**src/sv/imheq_pkg.sv**
```systemverilog
// imheq_pkg: shared constants, types and codes for the indexed min-heap queue
// no dependencies
package imheq_pkg;

  localparam int HEAP_DEPTH   = 64;
  localparam int KEY_BITS     = 32;
  localparam int HANDLE_COUNT = 64;
  localparam int HND_W        = 6;
  localparam int POS_W        = $clog2(HEAP_DEPTH);
  localparam int CNT_W        = $clog2(HEAP_DEPTH + 1);
  localparam int SLOT_W       = HND_W + KEY_BITS;

  localparam logic [1:0] OP_INSERT  = 2'd0;
  localparam logic [1:0] OP_EXTRACT = 2'd1;
  localparam logic [1:0] OP_UPDATE  = 2'd2;
  localparam logic [1:0] OP_REMOVE  = 2'd3;

  localparam logic [2:0] ST_OK      = 3'd0;
  localparam logic [2:0] ST_EMPTY   = 3'd1;
  localparam logic [2:0] ST_FULL    = 3'd2;
  localparam logic [2:0] ST_ABSENT  = 3'd3;
  localparam logic [2:0] ST_PRESENT = 3'd4;

  typedef struct packed {
    logic [HND_W-1:0]    hnd;
    logic [KEY_BITS-1:0] key;
  } slot_t;

endpackage

```
**src/sv/imheq_ram.sv**
```systemverilog
// imheq_ram: generic single-port-write, single-read RAM with registered read
// no dependencies
module imheq_ram #(
  parameter int WIDTH = 8,
  parameter int DEPTH = 16
) (
  input  logic                     clk,
  input  logic                     we,
  input  logic [$clog2(DEPTH)-1:0] waddr,
  input  logic [WIDTH-1:0]         wdata,
  input  logic [$clog2(DEPTH)-1:0] raddr,
  output logic [WIDTH-1:0]         rdata
);

  logic [WIDTH-1:0] mem [DEPTH];

  always_ff @(posedge clk) begin
    if (we) begin
      mem[waddr] <= wdata;
    end
    rdata <= mem[raddr];
  end

endmodule

```
**src/sv/indexed_min_heap_eviction_queue.sv**
```systemverilog
// indexed_min_heap_eviction_queue: top level, sequencer around heap slot and position RAMs
// depends on imheq_pkg and imheq_ram; handle valid bits kept in flops
//
// channel | dir | ports                              | meaning
// in      | in  | in_valid in_ready in_op in_handle in_key | one operation beat
// out     | out | out_valid out_ready out_status out_handle out_key out_occupancy | one result
//
// one item at a time: the position map is looked up first, then each level sifted up passes
// S_URD, S_UCMP and S_PLACE and each level sifted down passes S_DRDL, S_DRDR, S_DCMP and
// S_PLACE; a rejected op goes from S_LOOK straight to S_DONE, which sets out_valid
// rst_n clears count, valid bits and control; slot and position RAMs are never cleared
// a result waits in the output register; a new beat is taken once it is gone
module indexed_min_heap_eviction_queue (
  input  logic                           clk,
  input  logic                           rst_n,
  input  logic                           in_valid,
  output logic                           in_ready,
  input  logic [1:0]                     in_op,
  input  logic [imheq_pkg::HND_W-1:0]    in_handle,
  input  logic [31:0]                    in_key,
  output logic                           out_valid,
  input  logic                           out_ready,
  output logic [2:0]                     out_status,
  output logic [imheq_pkg::HND_W-1:0]    out_handle,
  output logic [31:0]                    out_key,
  output logic [6:0]                     out_occupancy
);

  localparam int PW = imheq_pkg::POS_W;
  localparam int CW = imheq_pkg::CNT_W;
  localparam int KB = imheq_pkg::KEY_BITS;

  localparam logic [3:0] S_IDLE  = 4'd0;
  localparam logic [3:0] S_ROOT  = 4'd1;  // extract: read root
  localparam logic [3:0] S_LAST  = 4'd2;  // read last slot
  localparam logic [3:0] S_PLACE = 4'd3;  // write moved slot at pos
  localparam logic [3:0] S_DRDL  = 4'd4;  // down: read left child
  localparam logic [3:0] S_DRDR  = 4'd5;  // down: read right child
  localparam logic [3:0] S_DCMP  = 4'd6;  // down: decide
  localparam logic [3:0] S_URD   = 4'd7;  // up: read parent
  localparam logic [3:0] S_UCMP  = 4'd8;  // up: decide
  localparam logic [3:0] S_DONE  = 4'd9;
  localparam logic [3:0] S_ROOTW = 4'd10; // extract: root data arrives
  localparam logic [3:0] S_LOOK  = 4'd11; // position map data arrives

  logic [3:0] state_r, state_nxt;

  logic [CW-1:0] cnt_r, cnt_nxt;
  logic [imheq_pkg::HANDLE_COUNT-1:0] hv_r, hv_nxt;

  logic [1:0]                  op_r, op_nxt;
  logic [imheq_pkg::HND_W-1:0] hnd_r, hnd_nxt;
  logic [31:0]                 key_r, key_nxt;

  imheq_pkg::slot_t cur_r, cur_nxt;     // slot being sifted, held in flops
  imheq_pkg::slot_t lft_r, lft_nxt;
  logic [PW-1:0] pos_r, pos_nxt;
  logic [PW-1:0] start_r, start_nxt;
  logic          up_after_r, up_after_nxt;
  logic          has_r_r, has_r_nxt;

  logic [2:0]   st_r, st_nxt;
  logic [imheq_pkg::HND_W-1:0] oh_r, oh_nxt;
  logic [31:0]  ok_r, ok_nxt;
  logic         ov_r, ov_nxt;

  logic                  we;
  logic [PW-1:0]         waddr, raddr;
  imheq_pkg::slot_t      wdata, rdata;

  logic                  sof_we;
  logic [imheq_pkg::HND_W-1:0] sof_h;
  logic [PW-1:0]         sof_p;
  logic                  sof_we2;
  logic [imheq_pkg::HND_W-1:0] sof_h2;
  logic [PW-1:0]         sof_p2;
  logic                  sof_wen;
  logic [imheq_pkg::HND_W-1:0] sof_wa;
  logic [PW-1:0]         sof_wd;
  logic [PW-1:0]         sof_rdata;

  imheq_ram #(.WIDTH(imheq_pkg::SLOT_W), .DEPTH(imheq_pkg::HEAP_DEPTH)) u_slots (
    .clk  (clk),
    .we   (we),
    .waddr(waddr),
    .wdata(wdata),
    .raddr(raddr),
    .rdata(rdata)
  );

  // position map, read at in_handle; only the read at the accepting edge, while nothing is written, is used
  imheq_ram #(.WIDTH(PW), .DEPTH(imheq_pkg::HANDLE_COUNT)) u_sof (
    .clk  (clk),
    .we   (sof_wen),
    .waddr(sof_wa),
    .wdata(sof_wd),
    .raddr(in_handle),
    .rdata(sof_rdata)
  );

  logic [CW:0]   lchild_w, rchild_w;
  logic [PW-1:0] parent_w;
  logic [PW-1:0] inpos_w;
  logic          in_acc;

  assign lchild_w = {pos_r, 1'b1};
  assign rchild_w = {pos_r, 1'b0} + {{CW{1'b0}}, 1'b1} + {{CW{1'b0}}, 1'b1};
  assign parent_w = PW'((pos_r - 1'b1) >> 1);
  assign inpos_w  = sof_rdata;
  assign in_ready = (state_r == S_IDLE) && !ov_r;
  assign in_acc   = in_valid && in_ready;

  assign sof_wen = sof_we | sof_we2;
  assign sof_wa  = sof_we2 ? sof_h2 : sof_h;
  assign sof_wd  = sof_we2 ? sof_p2 : sof_p;

  assign out_valid     = ov_r;
  assign out_status    = st_r;
  assign out_handle    = oh_r;
  assign out_key       = ok_r;
  assign out_occupancy = 7'(cnt_r);

  always_comb begin
    state_nxt    = state_r;
    cnt_nxt      = cnt_r;
    hv_nxt       = hv_r;
    op_nxt       = op_r;
    hnd_nxt      = hnd_r;
    key_nxt      = key_r;
    cur_nxt      = cur_r;
    lft_nxt      = lft_r;
    pos_nxt      = pos_r;
    start_nxt    = start_r;
    up_after_nxt = up_after_r;
    has_r_nxt    = has_r_r;
    st_nxt       = st_r;
    oh_nxt       = oh_r;
    ok_nxt       = ok_r;
    ov_nxt       = ov_r;
    we           = 1'b0;
    waddr        = pos_r;
    wdata        = cur_r;
    raddr        = pos_r;
    sof_we       = 1'b0;
    sof_h        = cur_r.hnd;
    sof_p        = pos_r;
    sof_we2      = 1'b0;
    sof_h2       = rdata.hnd;
    sof_p2       = pos_r;
    if (ov_r && out_ready) begin
      ov_nxt = 1'b0;
    end
    unique case (state_r)
      S_IDLE: begin
        if (in_acc) begin
          op_nxt    = in_op;
          hnd_nxt   = in_handle;
          key_nxt   = in_key;
          state_nxt = S_LOOK;
        end
      end
      S_LOOK: begin
        st_nxt = imheq_pkg::ST_OK;
        oh_nxt = '0;
        ok_nxt = '0;
        unique case (op_r)
          imheq_pkg::OP_INSERT: begin
            if (hv_r[hnd_r]) begin
              st_nxt = imheq_pkg::ST_PRESENT;
              state_nxt = S_DONE;
            end else if (cnt_r >= CW'(imheq_pkg::HEAP_DEPTH)) begin
              st_nxt = imheq_pkg::ST_FULL;
              state_nxt = S_DONE;
            end else begin
              hv_nxt[hnd_r] = 1'b1;
              cur_nxt.hnd = hnd_r;
              cur_nxt.key = KB'(key_r);
              pos_nxt = PW'(cnt_r);
              cnt_nxt = cnt_r + 1'b1;
              we = 1'b1;
              waddr = PW'(cnt_r);
              wdata.hnd = hnd_r;
              wdata.key = KB'(key_r);
              sof_we = 1'b1;
              sof_h = hnd_r;
              sof_p = PW'(cnt_r);
              state_nxt = S_URD;
            end
          end
          imheq_pkg::OP_EXTRACT: begin
            if (cnt_r == '0) begin
              st_nxt = imheq_pkg::ST_EMPTY;
              state_nxt = S_DONE;
            end else begin
              raddr = '0;
              state_nxt = S_ROOTW;
            end
          end
          default: begin
            if (!hv_r[hnd_r] || CW'(inpos_w) >= cnt_r) begin
              st_nxt = imheq_pkg::ST_ABSENT;
              state_nxt = S_DONE;
            end else if (op_r == imheq_pkg::OP_UPDATE) begin
              pos_nxt = inpos_w;
              start_nxt = inpos_w;
              up_after_nxt = 1'b1;
              cur_nxt.hnd = hnd_r;
              cur_nxt.key = KB'(key_r);
              we = 1'b1;
              waddr = inpos_w;
              wdata.hnd = hnd_r;
              wdata.key = KB'(key_r);
              state_nxt = S_DRDL;
            end else begin
              hv_nxt[hnd_r] = 1'b0;
              cnt_nxt = cnt_r - 1'b1;
              if (CW'(inpos_w) < cnt_r - 1'b1) begin
                pos_nxt = inpos_w;
                start_nxt = inpos_w;
                up_after_nxt = 1'b1;
                raddr = PW'(cnt_r - 1'b1);
                state_nxt = S_LAST;
              end else begin
                state_nxt = S_DONE;
              end
            end
          end
        endcase
      end
      S_ROOTW: begin
        oh_nxt = rdata.hnd;
        ok_nxt = 32'(rdata.key);
        hv_nxt[rdata.hnd] = 1'b0;
        cnt_nxt = cnt_r - 1'b1;
        pos_nxt = '0;
        start_nxt = '0;
        up_after_nxt = 1'b0;
        if (cnt_r > CW'(1)) begin
          raddr = PW'(cnt_r - 1'b1);
          state_nxt = S_LAST;
        end else begin
          state_nxt = S_DONE;
        end
      end
      S_LAST: begin
        cur_nxt = rdata;
        state_nxt = S_PLACE;
      end
      S_PLACE: begin
        we = 1'b1;
        sof_we = 1'b1;
        state_nxt = S_DRDL;
      end
      S_DRDL: begin
        if (CW'(lchild_w) < cnt_r && lchild_w <= (CW + 1)'(imheq_pkg::HEAP_DEPTH - 1)) begin
          raddr = PW'(lchild_w);
          state_nxt = S_DRDR;
        end else begin
          pos_nxt = start_r;
          state_nxt = up_after_r ? S_URD : S_DONE;
        end
      end
      S_DRDR: begin
        lft_nxt = rdata;
        has_r_nxt = (rchild_w < (CW + 1)'(cnt_r));
        raddr = PW'(rchild_w);
        state_nxt = S_DCMP;
      end
      S_DCMP: begin
        if (has_r_r && rdata.key < cur_r.key && !(lft_r.key < cur_r.key
            && !(rdata.key < lft_r.key))) begin
          we = 1'b1;
          wdata = rdata;
          sof_we2 = 1'b1;
          sof_h2 = rdata.hnd;
          pos_nxt = PW'(rchild_w);
          state_nxt = S_PLACE;
        end else if (lft_r.key < cur_r.key) begin
          we = 1'b1;
          wdata = lft_r;
          sof_we2 = 1'b1;
          sof_h2 = lft_r.hnd;
          pos_nxt = PW'(lchild_w);
          state_nxt = S_PLACE;
        end else begin
          pos_nxt = start_r;
          state_nxt = up_after_r ? S_URD : S_DONE;
        end
      end
      S_URD: begin
        if (pos_r == '0) begin
          state_nxt = S_DONE;
        end else begin
          raddr = parent_w;
          state_nxt = S_UCMP;
        end
      end
      S_UCMP: begin
        if (rdata.key <= cur_r.key) begin
          state_nxt = S_DONE;
        end else begin
          we = 1'b1;
          waddr = pos_r;
          wdata = rdata;
          sof_we2 = 1'b1;
          sof_h2 = rdata.hnd;
          sof_p2 = pos_r;
          pos_nxt = parent_w;
          state_nxt = S_PLACE;
          up_after_nxt = 1'b0;
          start_nxt = parent_w;
        end
      end
      S_DONE: begin
        ov_nxt = 1'b1;
        state_nxt = S_IDLE;
      end
      default: begin
        state_nxt = S_IDLE;
      end
    endcase
  end

  // after an up move the next visit to S_PLACE continues upward
  logic going_up_r, going_up_nxt;
  always_comb begin
    going_up_nxt = going_up_r;
    if (state_r == S_IDLE) begin
      going_up_nxt = 1'b0;
    end else if (state_r == S_UCMP) begin
      going_up_nxt = 1'b1;
    end
  end

  logic [3:0] state_fix;
  always_comb begin
    state_fix = state_nxt;
    if (state_r == S_PLACE && going_up_r) begin
      state_fix = S_URD;
    end
  end

  always_ff @(posedge clk) begin
    if (!rst_n) begin
      state_r    <= S_IDLE;
      cnt_r      <= '0;
      hv_r       <= '0;
      ov_r       <= 1'b0;
      going_up_r <= 1'b0;
    end else begin
      state_r    <= state_fix;
      cnt_r      <= cnt_nxt;
      hv_r       <= hv_nxt;
      ov_r       <= ov_nxt;
      going_up_r <= going_up_nxt;
    end
  end

  always_ff @(posedge clk) begin
    op_r       <= op_nxt;
    hnd_r      <= hnd_nxt;
    key_r      <= key_nxt;
    cur_r      <= cur_nxt;
    lft_r      <= lft_nxt;
    pos_r      <= pos_nxt;
    start_r    <= start_nxt;
    up_after_r <= up_after_nxt;
    has_r_r    <= has_r_nxt;
    st_r       <= st_nxt;
    oh_r       <= oh_nxt;
    ok_r       <= ok_nxt;
  end

endmodule

```
**config.mk**
```make
export PLATFORM = sky130hd
export DESIGN_NAME = indexed_min_heap_eviction_queue
export DESIGN_NICKNAME = d
export VERILOG_FILES = /design/src/sv/imheq_pkg.sv /design/src/sv/imheq_ram.sv /design/src/sv/indexed_min_heap_eviction_queue.sv
export SDC_FILE = /design/constraint.sdc
export NUM_CORES = 2
export LEC_CHECK = 0
export BUFFER_PORTS_ARGS = -buffer_cell sky130_fd_sc_hd__buf_4
export CORE_ASPECT_RATIO = 1.4
export CORE_MARGIN = 4
export CORE_UTILIZATION = 55
export CTS_CLUSTER_SIZE = 20
export DETAILED_ROUTE_END_ITERATION = 6
export PLACE_DENSITY = 0.73
export SYNTH_ARGS = -nofsm -noshare
export SYNTH_HDL_FRONTEND = slang
export SYNTH_SLANG_ARGS = --single-unit
```
**constraint.sdc**
```tcl
create_clock -name clk -period 8.32 [get_ports clk]
set_clock_uncertainty 0.2 [all_clocks]
set_input_delay 0 -clock clk [delete_from_list [all_inputs] [get_ports clk]]
set_output_delay 0 -clock clk [all_outputs]
set_load 0.05 [all_outputs]
```
==> results.rst <==
.. list-table::
   :header-rows: 1

   * - Metric
     - Value
   * - Number of sinks driven by the clock tree
     - 3108
   * - Slowest library cell on the worst path
     - sky130_fd_sc_hd__a211oi_1
   * - Final non-filler cell area
     - 0.146 mm^2
   * - Count of instances resized after the clock tree is built
     - 0
   * - Vias in the first global route
     - 80600
   * - Biggest fanout along the worst timing path
     - 33
   * - Leading cell types by count after synthesis
     - 2987 x sky130_fd_sc_hd__edfxtp_1, 1403 x sky130_fd_sc_hd__nand2_1, 840 x sky130_fd_sc_hd__mux2i_1
   * - Aggregate global routing overflow
     - 0
   * - Setup repair after global routing missed its margin
     - false
   * - Residual antenna-violating net count after detailed routing
     - 0
   * - Placeable core region
     - 0.234 mm^2
   * - Relative slew slack
     - 0.0352
   * - Number of endpoints with negative hold slack in the final report
     - 0
   * - Worst hold path startpoint
     - in_handle[0]
   * - Largest vdd supply drop
     - 280 uV
   * - Die Height
     - 582 um
   * - Cell with the most instances on the worst path
     - sky130_fd_sc_hd__ha_1
   * - Cell Chain, Critical Path
     - inv_1 -> ha_1 -> xnor2_1 -> ha_1 -> o21a_1 -> o31ai_1 -> a31oi_1 -> o21ba_2 -> o311ai_1 -> or2_4 -> nand2_1 -> nor2_4 -> buf_4 -> a2111oi_0 -> a211oi_1 -> a211o_1
   * - Number of warnings reported in the yosys synthesis log
     - 0
   * - Max stage delay on crit path
     - 1.21 ns
   * - Launch point of the critical path
     - out_occupancy[1]
   * - Vias
     - 82500
   * - Worst setup SP type
     - flip-flop
   * - Distinct cell type count of the synthesized netlist
     - 100
   * - Number of buffer and inverter instances along the worst setup path
     - 2
   * - Number of placement rows
     - 210
   * - DP Area
     - 0.136 mm^2
   * - Share of flip-flops with an asynchronous set or reset after synthesis
     - 0
   * - Commonest register cell after synthesis
     - sky130_fd_sc_hd__edfxtp_1
   * - Synth Register Bits
     - 3108
   * - Worst Setup End Kind
     - flip-flop
   * - Overall die width
     - 418 um
   * - Final worst path period need
     - 7.65 ns
   * - NumNets Final
     - 9340
   * - Worst Setup Path Type
     - flip-flop to flip-flop
   * - Placement Setup Slack
     - 0.988 ns
   * - Crit share post-route
     - 0.919
   * - Count of buffers added by post-CTS timing repair for setup
     - 0
   * - Synthesized Nets
     - 9102
   * - Areal power density over the cells
     - 336 mW/mm^2
   * - Clock transition at the registers of the reported paths
     - 0.07 ns
   * - Cts-stage hold buffer count
     - 84
   * - Maximum number of pins on one net before global-route repair
     - 120
   * - Most instantiated library cell after synthesis
     - sky130_fd_sc_hd__edfxtp_1
   * - Slew Limit Fails
     - 0
   * - Post-route setup TNS
     - 0 ns
   * - Sum of internal, switching and leakage power
     - 49.2 mW
   * - Maximum clock frequency
     - 131 MHz
   * - Top-area cell type share of the netlist area
     - 0.692
   * - Number of cells traversed by the worst hold path
     - 2
   * - Global-route wire length before repair
     - 558 mm
   * - Initial antenna violation count
     - 27
   * - Cell accounting for the most synthesized area
     - sky130_fd_sc_hd__edfxtp_1
   * - Worst-margin pin slew
     - 1.44 ns
   * - Number of instances in the synthesized netlist
     - 8936
   * - Post-Synthesis Cell Area
     - 0.130 mm^2
   * - Routability-driven placement congestion ratio
     - 0.971
   * - Sequential area share after synthesis
     - 0.711
   * - Final worst slack
     - 0.672 ns
   * - Later-pin clock latency in the skew report
     - 0.87 ns
   * - Via count normalized by instance count
     - 6.62
   * - Number of remaining DRC errors
     - 1
   * - Ratio of cells with drive above 1 in the final layout
     - 0.124
   * - TritonCTS clock tree
     - built
   * - Number of H-tree branching levels
     - 5
   * - Number of top-level design ports
     - 94
   * - Max Buffers Root-to-Sink
     - 4
   * - Effective utilization at floorplan
     - 0.553
   * - Violations in the final reports
     - design-rule violations
   * - Leakage Power
     - 50.8 nW
   * - Buffers added on ports
     - 93
   * - Total Die Area
     - 0.244 mm^2
   * - Number of enable flip-flop cells after synthesis
     - 2987
   * - Avg Synthesized Cell Area
     - 14.5 um^2
   * - Startpoint of the worst register-to-register path
     - out_occupancy[1]
   * - Number of buffers added by the clock tree synthesis step
     - 285
   * - Required time of the critical path
     - 8.82 ns
   * - Most area-consuming cells after synthesis
     - sky130_fd_sc_hd__edfxtp_1 69%, sky130_fd_sc_hd__mux2i_1 6.5%, sky130_fd_sc_hd__nand2_1 4.1%
   * - Length in cells of the worst reg-to-reg path
     - 16
   * - Outcome
     - complete, but fails checks
   * - Library cell used as clock root buffer
     - sky130_fd_sc_hd__clkbuf_16
   * - Final HPWL DP
     - 234 mm
   * - Detailed router's first-iteration violation count
     - 11800
   * - Wire length after detailed routing
     - 388 mm
   * - Final count of negative-setup-slack endpoints
     - 0
   * - Synth-to-Final Area Change
     - 12.8%
   * - Max-cap viol count
     - 0
   * - Worst hold path class
     - primary input to flip-flop
   * - GRT Resource Usage Total
     - 0.312
   * - Wire length per cell after detailed routing
     - 31.1 um
   * - Drt first pass iters
     - 7
   * - Cell depth of the worst setup path
     - 16
   * - CP top delay family
     - compound AO/OA/AOI/OAI gates
   * - Critical path data arrival time
     - 8.15 ns
## final timing paths
check / endpoint / slack [ns]
min reg2reg: going_up_r / 0.29
max: u_slots.rdata[27] / 0.67
min: hnd_r[0] / 0.12
max reg2reg: u_slots.rdata[27] / 0.67
## per-stage QoR
| stage | utilization | hold WS (ns) | instances |
|---|---|---|---|
| final | 0.624 | 0.116 | 12500 |
| after floorplan | - | -0.101 | 8936 |
| after global placement | 0.582 | -0.0220 | 11900 |
| after global routing | 0.624 | 0.137 | 12500 |
| after detailed placement | 0.582 | -0.0205 | 11900 |
| after CTS | 0.624 | 0.0669 | 12500 |
## power by group
| part | switching (mW) | internal (mW) |
|---|---|---|
| Sequential | 0.546 | 20.1 |
| Clock | 5.67 | 7.40 |
| Combinational | 11.4 | 4.06 |
| Total | 17.6 | 31.5 |
## cell type report
cell class	instances	area, um^2
multi-input cells	5147	35600
clock buffers	364	7750
clock inverters	132	1320
inverters	105	394
diodes	13	32.5
flip-flops and latches	3108	92100
fillers	16400	88000
well taps	3074	3850
repair buffers	527	5070
## placed cells by master (no fill, tap or decap), types with 79 or more instances in the layout
cell type / count
sky130_fd_sc_hd__and2_1: 110
sky130_fd_sc_hd__ha_1: 122
sky130_fd_sc_hd__clkbuf_16: 296
sky130_fd_sc_hd__mux2i_1: 840
sky130_fd_sc_hd__dfxtp_1: 121
sky130_fd_sc_hd__nand3_1: 580
sky130_fd_sc_hd__a21oi_1: 307
sky130_fd_sc_hd__nor3_1: 80
sky130_fd_sc_hd__nand2_1: 1401
sky130_fd_sc_hd__and3_1: 79
sky130_fd_sc_hd__buf_4: 370
sky130_fd_sc_hd__mux4_2: 128
sky130_fd_sc_hd__nor2_1: 149
sky130_fd_sc_hd__dlygate4sd3_1: 84
sky130_fd_sc_hd__a21o_1: 82
sky130_fd_sc_hd__o21ai_0: 238
sky130_fd_sc_hd__a22oi_1: 121
sky130_fd_sc_hd__edfxtp_1: 2987
sky130_fd_sc_hd__inv_1: 101
## layer usage
metal  up-vias  track usage  wire, um
li1      34700            -         -
met1     41200        0.399    137000
met2      5437        0.502    185000
met3      1116       0.0661     41700
met4        24        0.169     24100
met5         -            0       158
## kinds of logic after synthesis
logic type / count (synthesis) / share of synthesized area
DFF: 3108 / 0.711
and+or+nand+nor: 2674 / 0.0925
AOI/OAI and AO/OA: 1336 / 0.0707
muxes: 996 / 0.0896
buffers and inverters: 681 / 0.0231
adders and majority gates: 122 / 0.0118
xor gates and xnor gates: 19 / 0.00128
## state kept, by name, summed over array words and instances, names as in the netlist, named ones only
name / count
state_r: 4
out_handle: 6
has_r_r: 1
op_r: 2
cur_r: 38
up_after_r: 1
pos_r: 6
out_status: 3
key_r: 32
out_occupancy: 7
hnd_r: 6
out_valid: 1
out_key: 32
u_slots.mem: 2432
u_sof.rdata: 6
u_slots.rdata: 38
u_sof.mem: 384
start_r: 6
going_up_r: 1
lft_r: 38
No activity file was read; power rests on OpenSTA's default activity.
